--- config.mk ---
export PLATFORM = sky130hd
export DESIGN_NAME = image_crc32_vector_verifier
export DESIGN_NICKNAME = d
export VERILOG_FILES = /design/src/design/icv_pkg.sv /design/src/design/image_crc32_vector_verifier.sv
export SDC_FILE = /design/constraint.sdc
export NUM_CORES = 1
export LEC_CHECK = 0
export BUFFER_PORTS_ARGS = -buffer_cell sky130_fd_sc_hd__buf_4
export CELL_PAD_IN_SITES_DETAIL_PLACEMENT = 0
export CELL_PAD_IN_SITES_GLOBAL_PLACEMENT = 2
export CORE_MARGIN = 3
export CORE_UTILIZATION = 44
export DETAILED_ROUTE_END_ITERATION = 12
export PLACE_DENSITY = 0.85
export SYNTH_ARGS = -nofsm -noshare
export SYNTH_HDL_FRONTEND = slang
export SYNTH_SLANG_ARGS = --single-unit
--- constraint.sdc ---
create_clock -name clk -period 9.3 [get_ports clk]
set_input_delay 0.93 -clock clk [delete_from_list [all_inputs] [get_ports clk]]
set_output_delay 0.93 -clock clk [all_outputs]
set_load 0.005 [all_outputs]
--- src/design/icv_pkg.sv ---
// Shared types, constants and the CRC byte step for the image verifier.
// No dependencies.
`timescale 1ns / 1ps

package icv_pkg;

	localparam int unsigned MAX_IMAGE_BYTES = 1048576;
	localparam int unsigned POS_W = $clog2(MAX_IMAGE_BYTES + 1);
	localparam int unsigned SIZE_W = 21;
	localparam int unsigned OFFSET_W = 20;
	localparam int unsigned ADDR_W = 32;
	localparam int unsigned CFG_DATA_W = 32;
	localparam int unsigned CFG_INDEX_W = 3;

	localparam logic [31:0] CRC_POLY = 32'hEDB8_8320;
	localparam logic [31:0] CRC_INIT = 32'hFFFF_FFFF;
	localparam logic [31:0] RAM_BASE = 32'h2000_0000;
	localparam logic [POS_W-1:0] POS_MAX = POS_W'(MAX_IMAGE_BYTES);
	localparam logic [POS_W-1:0] VECTOR_BYTES = POS_W'(8);
	localparam logic [POS_W-1:0] FIELD_BYTES = POS_W'(4);

	localparam logic [ADDR_W-1:0] RST_SLOT_BASE = 32'h0800_0000;
	localparam logic [SIZE_W-1:0] RST_SLOT_SIZE = SIZE_W'(1048576);
	localparam logic [OFFSET_W-1:0] RST_CRC_OFFSET = '0;
	localparam logic [ADDR_W-1:0] RST_RAM_END = 32'h2000_1FFF;
	localparam logic [31:0] RST_EXPECTED_CRC = '0;

	localparam logic [CFG_INDEX_W-1:0] REG_SLOT_BASE = 3'd0;
	localparam logic [CFG_INDEX_W-1:0] REG_SLOT_SIZE = 3'd1;
	localparam logic [CFG_INDEX_W-1:0] REG_CRC_OFFSET = 3'd2;
	localparam logic [CFG_INDEX_W-1:0] REG_RAM_END = 3'd3;
	localparam logic [CFG_INDEX_W-1:0] REG_EXPECTED_CRC = 3'd4;

	typedef struct packed {
		logic [7:0] data_byte;
		logic       last_byte;
	} byte_req_t;

	typedef struct packed {
		logic [31:0] crc_value;
		logic        crc_match;
		logic        vector_ok;
		logic        size_ok;
	} result_t;

	// reflected CRC-32, one byte, bit at a time
	function automatic logic [31:0] crc_byte(input logic [31:0] crc, input logic [7:0] b);
		logic [31:0] c;
		c = crc ^ {24'd0, b};
		for (int k = 0; k < 8; k++) begin
			c = c[0] ? ((c >> 1) ^ CRC_POLY) : (c >> 1);
		end
		return c;
	endfunction

endpackage

--- src/design/image_crc32_vector_verifier.sv ---
// Image CRC-32 and vector table verifier, top level.
// Depends on icv_pkg.
`timescale 1ns / 1ps

// Streams a firmware image one byte per request and, on the request marked
// last_byte, returns one result: the reflected CRC-32 of the image with the
// four-byte checksum field at crc_offset_q counted as zero, its match
// against expected_crc, the stack pointer and reset vector range checks, and
// the size check against the slot. One byte is taken every cycle unless
// byte_stall is high; a last byte goes through the input register, then the
// eight-bit CRC step and the checks, then the result register. The byte side
// stalls only when a last byte waits behind a result that is itself stalled.
// Configuration is written through wr_en, wr_index and wr_data; the user must
// write it only while no image is in flight, which the block does not
// enforce. Unknown indexes are ignored.
module image_crc32_vector_verifier (
	input  logic                                clk,
	input  logic                                arst_n,
	input  logic                                wr_en,
	input  logic [icv_pkg::CFG_INDEX_W-1:0]     wr_index,
	input  logic [icv_pkg::CFG_DATA_W-1:0]      wr_data,
	input  logic                                byte_valid,
	output logic                                byte_stall,
	input  icv_pkg::byte_req_t                  byte_req,
	output logic                                result_valid,
	input  logic                                result_stall,
	output icv_pkg::result_t                    result
);

	logic [icv_pkg::ADDR_W-1:0]   slot_base_q;
	logic [icv_pkg::SIZE_W-1:0]   slot_size_q;
	logic [icv_pkg::OFFSET_W-1:0] crc_offset_q;
	logic [icv_pkg::ADDR_W-1:0]   ram_end_q;
	logic [31:0]                  expected_crc_q;

	logic                         valid_s1;
	icv_pkg::byte_req_t           req_s1;

	logic [31:0]                  crc_q;
	logic [icv_pkg::POS_W-1:0]    pos_q;
	logic [31:0]                  sp_q;
	logic [31:0]                  rv_q;
	logic                         exceeded_q;

	logic                         res_valid_q;
	icv_pkg::result_t             res_q;

	logic                         go_s1;
	logic                         at_max;
	logic [icv_pkg::POS_W-1:0]    offset_ext;
	logic                         in_field;
	logic [7:0]                   crc_in;
	logic [31:0]                  crc_nx;
	logic [icv_pkg::POS_W-1:0]    pos_nx;
	logic                         exceeded_nx;
	logic [31:0]                  sp_nx;
	logic [31:0]                  rv_nx;
	logic [31:0]                  rv_even;
	logic [icv_pkg::ADDR_W:0]     slot_end;
	logic                         enough;
	logic                         sp_ok;
	logic                         rv_ok;
	icv_pkg::result_t             res_nx;

	assign byte_stall = valid_s1 && req_s1.last_byte && res_valid_q && result_stall;
	assign go_s1 = valid_s1 && !byte_stall;

	// configuration registers
	always_ff @(posedge clk or negedge arst_n) begin
		if (!arst_n) begin
			slot_base_q    <= icv_pkg::RST_SLOT_BASE;
			slot_size_q    <= icv_pkg::RST_SLOT_SIZE;
			crc_offset_q   <= icv_pkg::RST_CRC_OFFSET;
			ram_end_q      <= icv_pkg::RST_RAM_END;
			expected_crc_q <= icv_pkg::RST_EXPECTED_CRC;
		end else if (wr_en) begin
			unique case (wr_index)
				icv_pkg::REG_SLOT_BASE: begin
					slot_base_q <= wr_data;
				end
				icv_pkg::REG_SLOT_SIZE: begin
					slot_size_q <= wr_data[icv_pkg::SIZE_W-1:0];
				end
				icv_pkg::REG_CRC_OFFSET: begin
					crc_offset_q <= wr_data[icv_pkg::OFFSET_W-1:0];
				end
				icv_pkg::REG_RAM_END: begin
					ram_end_q <= wr_data;
				end
				icv_pkg::REG_EXPECTED_CRC: begin
					expected_crc_q <= wr_data;
				end
				default: begin
				end
			endcase
		end
	end

	// input register
	always_ff @(posedge clk or negedge arst_n) begin
		if (!arst_n) begin
			valid_s1 <= 1'b0;
		end else if (!byte_stall) begin
			valid_s1 <= byte_valid;
		end
	end

	always_ff @(posedge clk) begin
		if (!byte_stall && byte_valid) begin
			req_s1 <= byte_req;
		end
	end

	// per-byte update
	always_comb begin
		at_max      = (pos_q == icv_pkg::POS_MAX);
		offset_ext  = icv_pkg::POS_W'(crc_offset_q);
		in_field    = (pos_q >= offset_ext) && ((pos_q - offset_ext) < icv_pkg::FIELD_BYTES);
		crc_in      = (in_field && !at_max) ? 8'd0 : req_s1.data_byte;
		crc_nx      = icv_pkg::crc_byte(crc_q, crc_in);
		pos_nx      = at_max ? pos_q : pos_q + 1'b1;
		exceeded_nx = exceeded_q || at_max;
		sp_nx       = sp_q;
		rv_nx       = rv_q;
		if (!at_max && pos_q < icv_pkg::VECTOR_BYTES) begin
			unique case (pos_q[2:0])
				3'd0: sp_nx[7:0]   = req_s1.data_byte;
				3'd1: sp_nx[15:8]  = req_s1.data_byte;
				3'd2: sp_nx[23:16] = req_s1.data_byte;
				3'd3: sp_nx[31:24] = req_s1.data_byte;
				3'd4: rv_nx[7:0]   = req_s1.data_byte;
				3'd5: rv_nx[15:8]  = req_s1.data_byte;
				3'd6: rv_nx[23:16] = req_s1.data_byte;
				default: rv_nx[31:24] = req_s1.data_byte;
			endcase
		end

		rv_even  = {rv_nx[31:1], 1'b0};
		slot_end = {1'b0, slot_base_q} + (icv_pkg::ADDR_W + 1)'(slot_size_q);
		enough   = exceeded_nx || (pos_nx >= icv_pkg::VECTOR_BYTES);
		sp_ok    = (sp_nx >= icv_pkg::RAM_BASE) && (sp_nx <= ram_end_q);
		rv_ok    = (rv_even >= slot_base_q) && ({1'b0, rv_even} < slot_end);

		res_nx.crc_value = ~crc_nx;
		res_nx.crc_match = (~crc_nx == expected_crc_q);
		res_nx.vector_ok = enough && sp_ok && rv_ok;
		res_nx.size_ok   = !exceeded_nx && (icv_pkg::SIZE_W'(pos_nx) <= slot_size_q);
	end

	// image state, cleared after each last byte
	always_ff @(posedge clk or negedge arst_n) begin
		if (!arst_n) begin
			crc_q      <= icv_pkg::CRC_INIT;
			pos_q      <= '0;
			sp_q       <= '0;
			rv_q       <= '0;
			exceeded_q <= 1'b0;
		end else if (go_s1) begin
			if (req_s1.last_byte) begin
				crc_q      <= icv_pkg::CRC_INIT;
				pos_q      <= '0;
				sp_q       <= '0;
				rv_q       <= '0;
				exceeded_q <= 1'b0;
			end else begin
				crc_q      <= crc_nx;
				pos_q      <= pos_nx;
				sp_q       <= sp_nx;
				rv_q       <= rv_nx;
				exceeded_q <= exceeded_nx;
			end
		end
	end

	// result register
	always_ff @(posedge clk or negedge arst_n) begin
		if (!arst_n) begin
			res_valid_q <= 1'b0;
		end else if (go_s1 && req_s1.last_byte) begin
			res_valid_q <= 1'b1;
		end else if (!result_stall) begin
			res_valid_q <= 1'b0;
		end
	end

	always_ff @(posedge clk) begin
		if (go_s1 && req_s1.last_byte) begin
			res_q <= res_nx;
		end
	end

	assign result_valid = res_valid_q;
	assign result       = res_q;

endmodule

# == After elaboration in Yosys (flattened, before gate mapping) ==
# Index checks and enable logic that the tools add are counted.
# op_classes
n_addsub,3
n_lt_le_gt_ge,9
eq_ne,13
div,0
n_mul,0
n_shift,0
muxes,27
n_reduce_logical,27
n_bitwise,10
# op_table
op,n
$mux W32,13
$not A13 Y14,8
$mux W8,9
$mux W21,2
$add A32 B21 Y33,1
$lt A32 B33 Y1,1
$eq A32 B32 Y1,1
$ge A32 B30 Y1 const B,1
$ge A32 B32 Y1,1
$le A32 B32 Y1,1
$not A32 Y32,1
$xor A32 B8 Y32,1
$add A21 B1 Y21 const B,1
$eq A21 B21 Y1 const B,1
$ge A21 B20 Y1,1
$ge A21 B4 Y1 const B,1
$le A21 B21 Y1,1
$lt A21 B3 Y1 const B,1
$lt A21 B4 Y1 const B,1
$sub A21 B20 Y21,1
$logic_and A1 B1 Y1,14
$eq A3 B2 Y1 const B,4
$eq A3 B3 Y1 const B,4
$reduce_and A2 Y1,5
7 further kinds,14
# totals
output_inout_bits,37
memories,0
latchBits,0
elab_cells,107
ram_bits,0
regBits,300
mem_bits_ro,0

# == Logic depth before layout (Yosys ltp) ==
# depth
ltp_word,24
depth_mapped,25

# == Worst setup path after synthesis ==
# No wires, ideal clock.
# synth_path
path_type,register to register
startpoint,register slot_base_q[0] (netlist name)
endpoint,"register res_q, in the netlist result[1], data pin"
t_arrival_ns,4.541
stages_incl_launch_ff,26
synth_period_minus_slack_ns,4.748
path_slack_ns,4.552
t_required_ns,9.093
path_cell_list,dfrtp_1 ha_1 fa_1 a21oi_1 nor2_1 nor2_1 o21bai_1 a21oi_1 o21ai_0 a41oi_1 a2111oi_0 or3_1 a21oi_1 xor2_1 ha_1 a21o_1 a21oi_1 nor2b_1 o21ai_0 nand2b_1 a21oi_1 nor2b_1 o21ai_0 a211o_1 nand3_1 a2111oi_0
# synth_lines
item,line,rtl
from (decl),image_crc32_vector_verifier.sv:30,logic [icv_pkg::ADDR_W-1:0] slot_base_q;
from (signal assigned),image_crc32_vector_verifier.sv:71,slot_base_q <= icv_pkg::RST_SLOT_BASE;
from (signal assigned),image_crc32_vector_verifier.sv:79,slot_base_q <= wr_data;
to (signal assigned),image_crc32_vector_verifier.sv:188,res_q <= res_nx;
to (decl),image_crc32_vector_verifier.sv:46,icv_pkg::result_t res_q;

==> impl_metrics.csv <==
group,metric,value,unit
sta,rsz0062_at_grt,"false",
setup_path,crit_chain,"ha_1 -> fa_1 -> a21oi_1 -> nor2_1 -> nor2_1 -> o21bai_1 -> a21oi_1 -> o21ai_0 -> a41oi_1 -> a2111oi_0 -> o31a_1 -> a41oi_1 -> nor2_1 -> xnor2_1 -> ha_1 -> a21o_1 -> a21oi_1 -> nor2b_1 -> o21ai_0 -> nand2b_1 -> a21oi_1 -> nand3_1 -> a2111oi_0",
die,initial_core_util,44.72,%
setup_path,critPathSlowestCell,"a41oi_1",
worst_hold_path,hp-class,"in -> async",
yosys,syn_area_per_cell,9.912,sq um
power_and_ir_drop,leakage,10.23,nW
clocking,clk_pin_slew,0.06,ns
yosys,synth-seq-area-share,39.20,%
sta,setup_viol,0,
setup_path,cp-end-kind,"flop",
status,status,"completed",
power_and_ir_drop,ir_drop,170.9,uV
grt,grt_pass1_vias,15330,
clocking,cts_buffers,37,
die,dieArea,47730,sq um
finish,final_cell_area,22460,sq um
power_and_ir_drop,clockPowerShare,22.6,%
grt,antenna_found_initial,5,
drt,met3_length,3485,um
yosys,ys_top_cells_by_area,"dfrtp_1 26%, ha_1 10%, mux2_2 6.9%",
setup_path,slowest_delay,0.59,ns
die,core,44410,sq um
power_and_ir_drop,power_density,292.9,nW/um^2
power_and_ir_drop,pwr-share-seq,30.2,%
place,placed_area,21210,sq um
clocking,cts_tree,"yes",
finish,n_fill_cell,4092,
setup_path,path_delay_family,"compound AO/OA/AOI/OAI gates",
clocking,clock_latency,0.56,ns
grt,grt_max_degree,88,
power_and_ir_drop,power,6.577,mW
finish,num_antenna_cells,0,
yosys,synthDistinctLibCells,86,
grt,globalRouteOverflowTotal,0,
finish,fin_util,50.56,%
yosys,synthTopCellsByCount,"208 x dfrtp_1, 185 x nand2_1, 161 x ha_1",
die,dieHeight,218.5,um
yosys,yosysMostFrequentCell,"dfrtp_1",
drt,wl_per_cell,23.10,um
clocking,cts_hold_buf,0,
sta,tightest_slew,1.122,ns
run,maxCapViolCount,0,
sta,finClkSkew,0.01736,ns
clocking,cts_root_buf,"clkbuf_16",
sta,hold_violations,0,
sta,layout_min_cycle_time,5.628,ns
place,port_buffers,85,
place,dp_hpwl,45230,um
sta,slew_viol_final,0,
drt,wl_met2,27700,um
drt,dr.pass1.iters,5,
clocking,cts.sinks,300,
clocking,htree_levels,2,
die,ios,86,
drt,vias_per_cell,5.758,
power_and_ir_drop,power_frac_comb,47.2,%
finish,nets,2285,
clocking,clockBufferDepth,3,
die,die_x,218.5,um
yosys,synth_edf_count,44,
finish,area_growth,13.04,%
sta,whs,0.3318,ns
die,rows,77,
yosys,syn_area,19860,sq um
power_and_ir_drop,p_switching,2.645,mW
drt,routed_wirelength,62270,um
finish,fin_cells,2695,
drt,drc_errors,0,
setup_path,required,9.65,ns
finish,multi_input_area,11310,sq um
place,dp.cells,2627,
setup_path,worstSetupStartpointType,"flop",
yosys,synthFlopType,"dfrtp_1",
sta,setup_slack,3.672,ns
sta,fmax,177.7,MHz
sta,relSlewSlack,25.06,%
sta,finalCritPeriodShare,60.52,%
power_and_ir_drop,switching_share,40.22,%
yosys,yosysTopAreaCell,"dfrtp_1",
place,post-place-ws,3.635,ns
clocking,cts_setup_buffers,0,
setup_path,cp_num_buf_inv,0,
grt,grt_pass1_wl,95190,um
drt,wl_met1,28900,um
yosys,async_flop_share,85.33,%
yosys,syn_inst,2004,
setup_path,path_class,"reg -> reg",
yosys,synth-seq-cells,300,
place,gp_congestion,0.9342,
drt,drt-initial-drc-count,1329,
setup_path,critPathArrivalTime,5.97,ns
finish,final_layout_size_suffix_gt1_share,18.21,%
finish,seqCellArea,7787,sq um
sta,setup-tns-final,0,ns
drt,dr_total_vias,15517,
drt,dr.max_layer_used,"met4",
drt,drtAntennaViolNets,0,
setup_path,crit_top_cell,"a21oi_1",
clocking,cts_resized,0,
setup_path,critPathMaxFanout,6,
yosys,synth_top_area_share,26.20,%
yosys,yosys_warnings,0,
grt,globalRouteTotalUtil,26.37,%
power_and_ir_drop,intPower,3.932,mW
yosys,synth_nets,2215,
[path summary, 6_finish.rpt]
| path | from | end | slack (ns) | depth (start not counted) |
|---|---|---|---|---|
| max | slot_base_q[0] | result[1] | 3.67 | 23 |
| min | arst_n | slot_base_q[22] | 0.33 | 1 |
| max reg2reg | slot_base_q[0] | result[1] | 3.67 | 23 |
| min reg2reg | sp_q[29] | sp_q[29] | 0.49 | 2 |
| max in group asynchronous | arst_n | sp_q[13] | 6.93 | 3 |
| min in group clk | sp_q[29] | sp_q[29] | 0.49 | 2 |
[power by group through the flow]
| stage | Sequential [mW] | Combinational [mW] | Clock (mW) |
|---|---|---|---|
| 6_report | 1.99 | 3.11 | 1.49 |
| 5_1_grt | 2.02 | 3.40 | 1.58 |
| 3_5_place_dp | 2.00 | 3.07 | 0 |
| 4_1_cts | 1.98 | 3.09 | 1.52 |
| 2_1_floorplan | 1.89 | 2.24 | 0 |
| 3_3_place_gp | 1.99 | 3.06 | 0 |
[layout by cell type (no fill, tap or decap), types with 8 or more instances in the layout]
cell,netlist,final
a2111oi_0,8,8
a211oi_1,14,14
a21o_1,34,34
a21oi_1,100,99
a22o_1,64,64
a41oi_1,10,10
and2_1,10,10
and3_1,9,9
buf_4,0,113
clkbuf_16,0,38
clkinv_2,0,11
dfrtp_1,208,208
dfstp_2,48,48
edfxtp_1,44,44
ha_1,161,161
inv_1,134,134
mux2_2,122,122
mux2i_1,22,22
nand2_1,185,184
nand2b_1,18,18
nand3_1,33,33
nand4_1,34,34
nor2_1,88,87
nor2b_1,25,25
nor3_1,27,26
nor4_1,22,22
o21a_1,25,25
o21ai_0,137,137
o22ai_1,8,8
or2_2,8,8
xnor2_1,132,132
xor2_1,66,66
[cells by family (layout without fill, tap and decap cells)]
logic type	count (synthesis)	after routing	share of synthesized area, %
mux	144	144	8.025
xor+xnor	210	210	9.996
flops	300	300	39.20
compound gates	473	473	16.02
buf+inv	217	316	4.151
simple gates	498	498	12.36
fa+ha+maj	162	162	10.24
[flip-flops by register name (all words and copies together) (netlist names)]
signal          flops
req_s1              9
slot_base_q        32
sp_q               32
pos_q              21
slot_size_q        21
exceeded_q          1
result_valid        1
valid_s1            1
rv_q               31
ram_end_q          32
crc_q              32
expected_crc_q     32
result             35
crc_offset_q       20
[layer usage]
layer / vias to the layer above / track usage (%)
li1: 7325 / -
met1: 7677 / 37.53
met2: 416 / 40.83
met3: 99 / 4.269
met4: 0 / 9.067
met5: - / 0
[area by class of cell]
cell class / count / share of cell area [%]
Timing Repair Buffer: 114 / 3.845
Sequential cell: 300 / 34.68
Multi-Input combinational cell: 1487 / 50.39
Inverter: 134 / 2.240
Tap cell: 592 / 3.299
Clock inverter: 19 / 0.9082
Clock buffer: 49 / 4.641
Note: power is estimated with default switching activity, not from simulation.
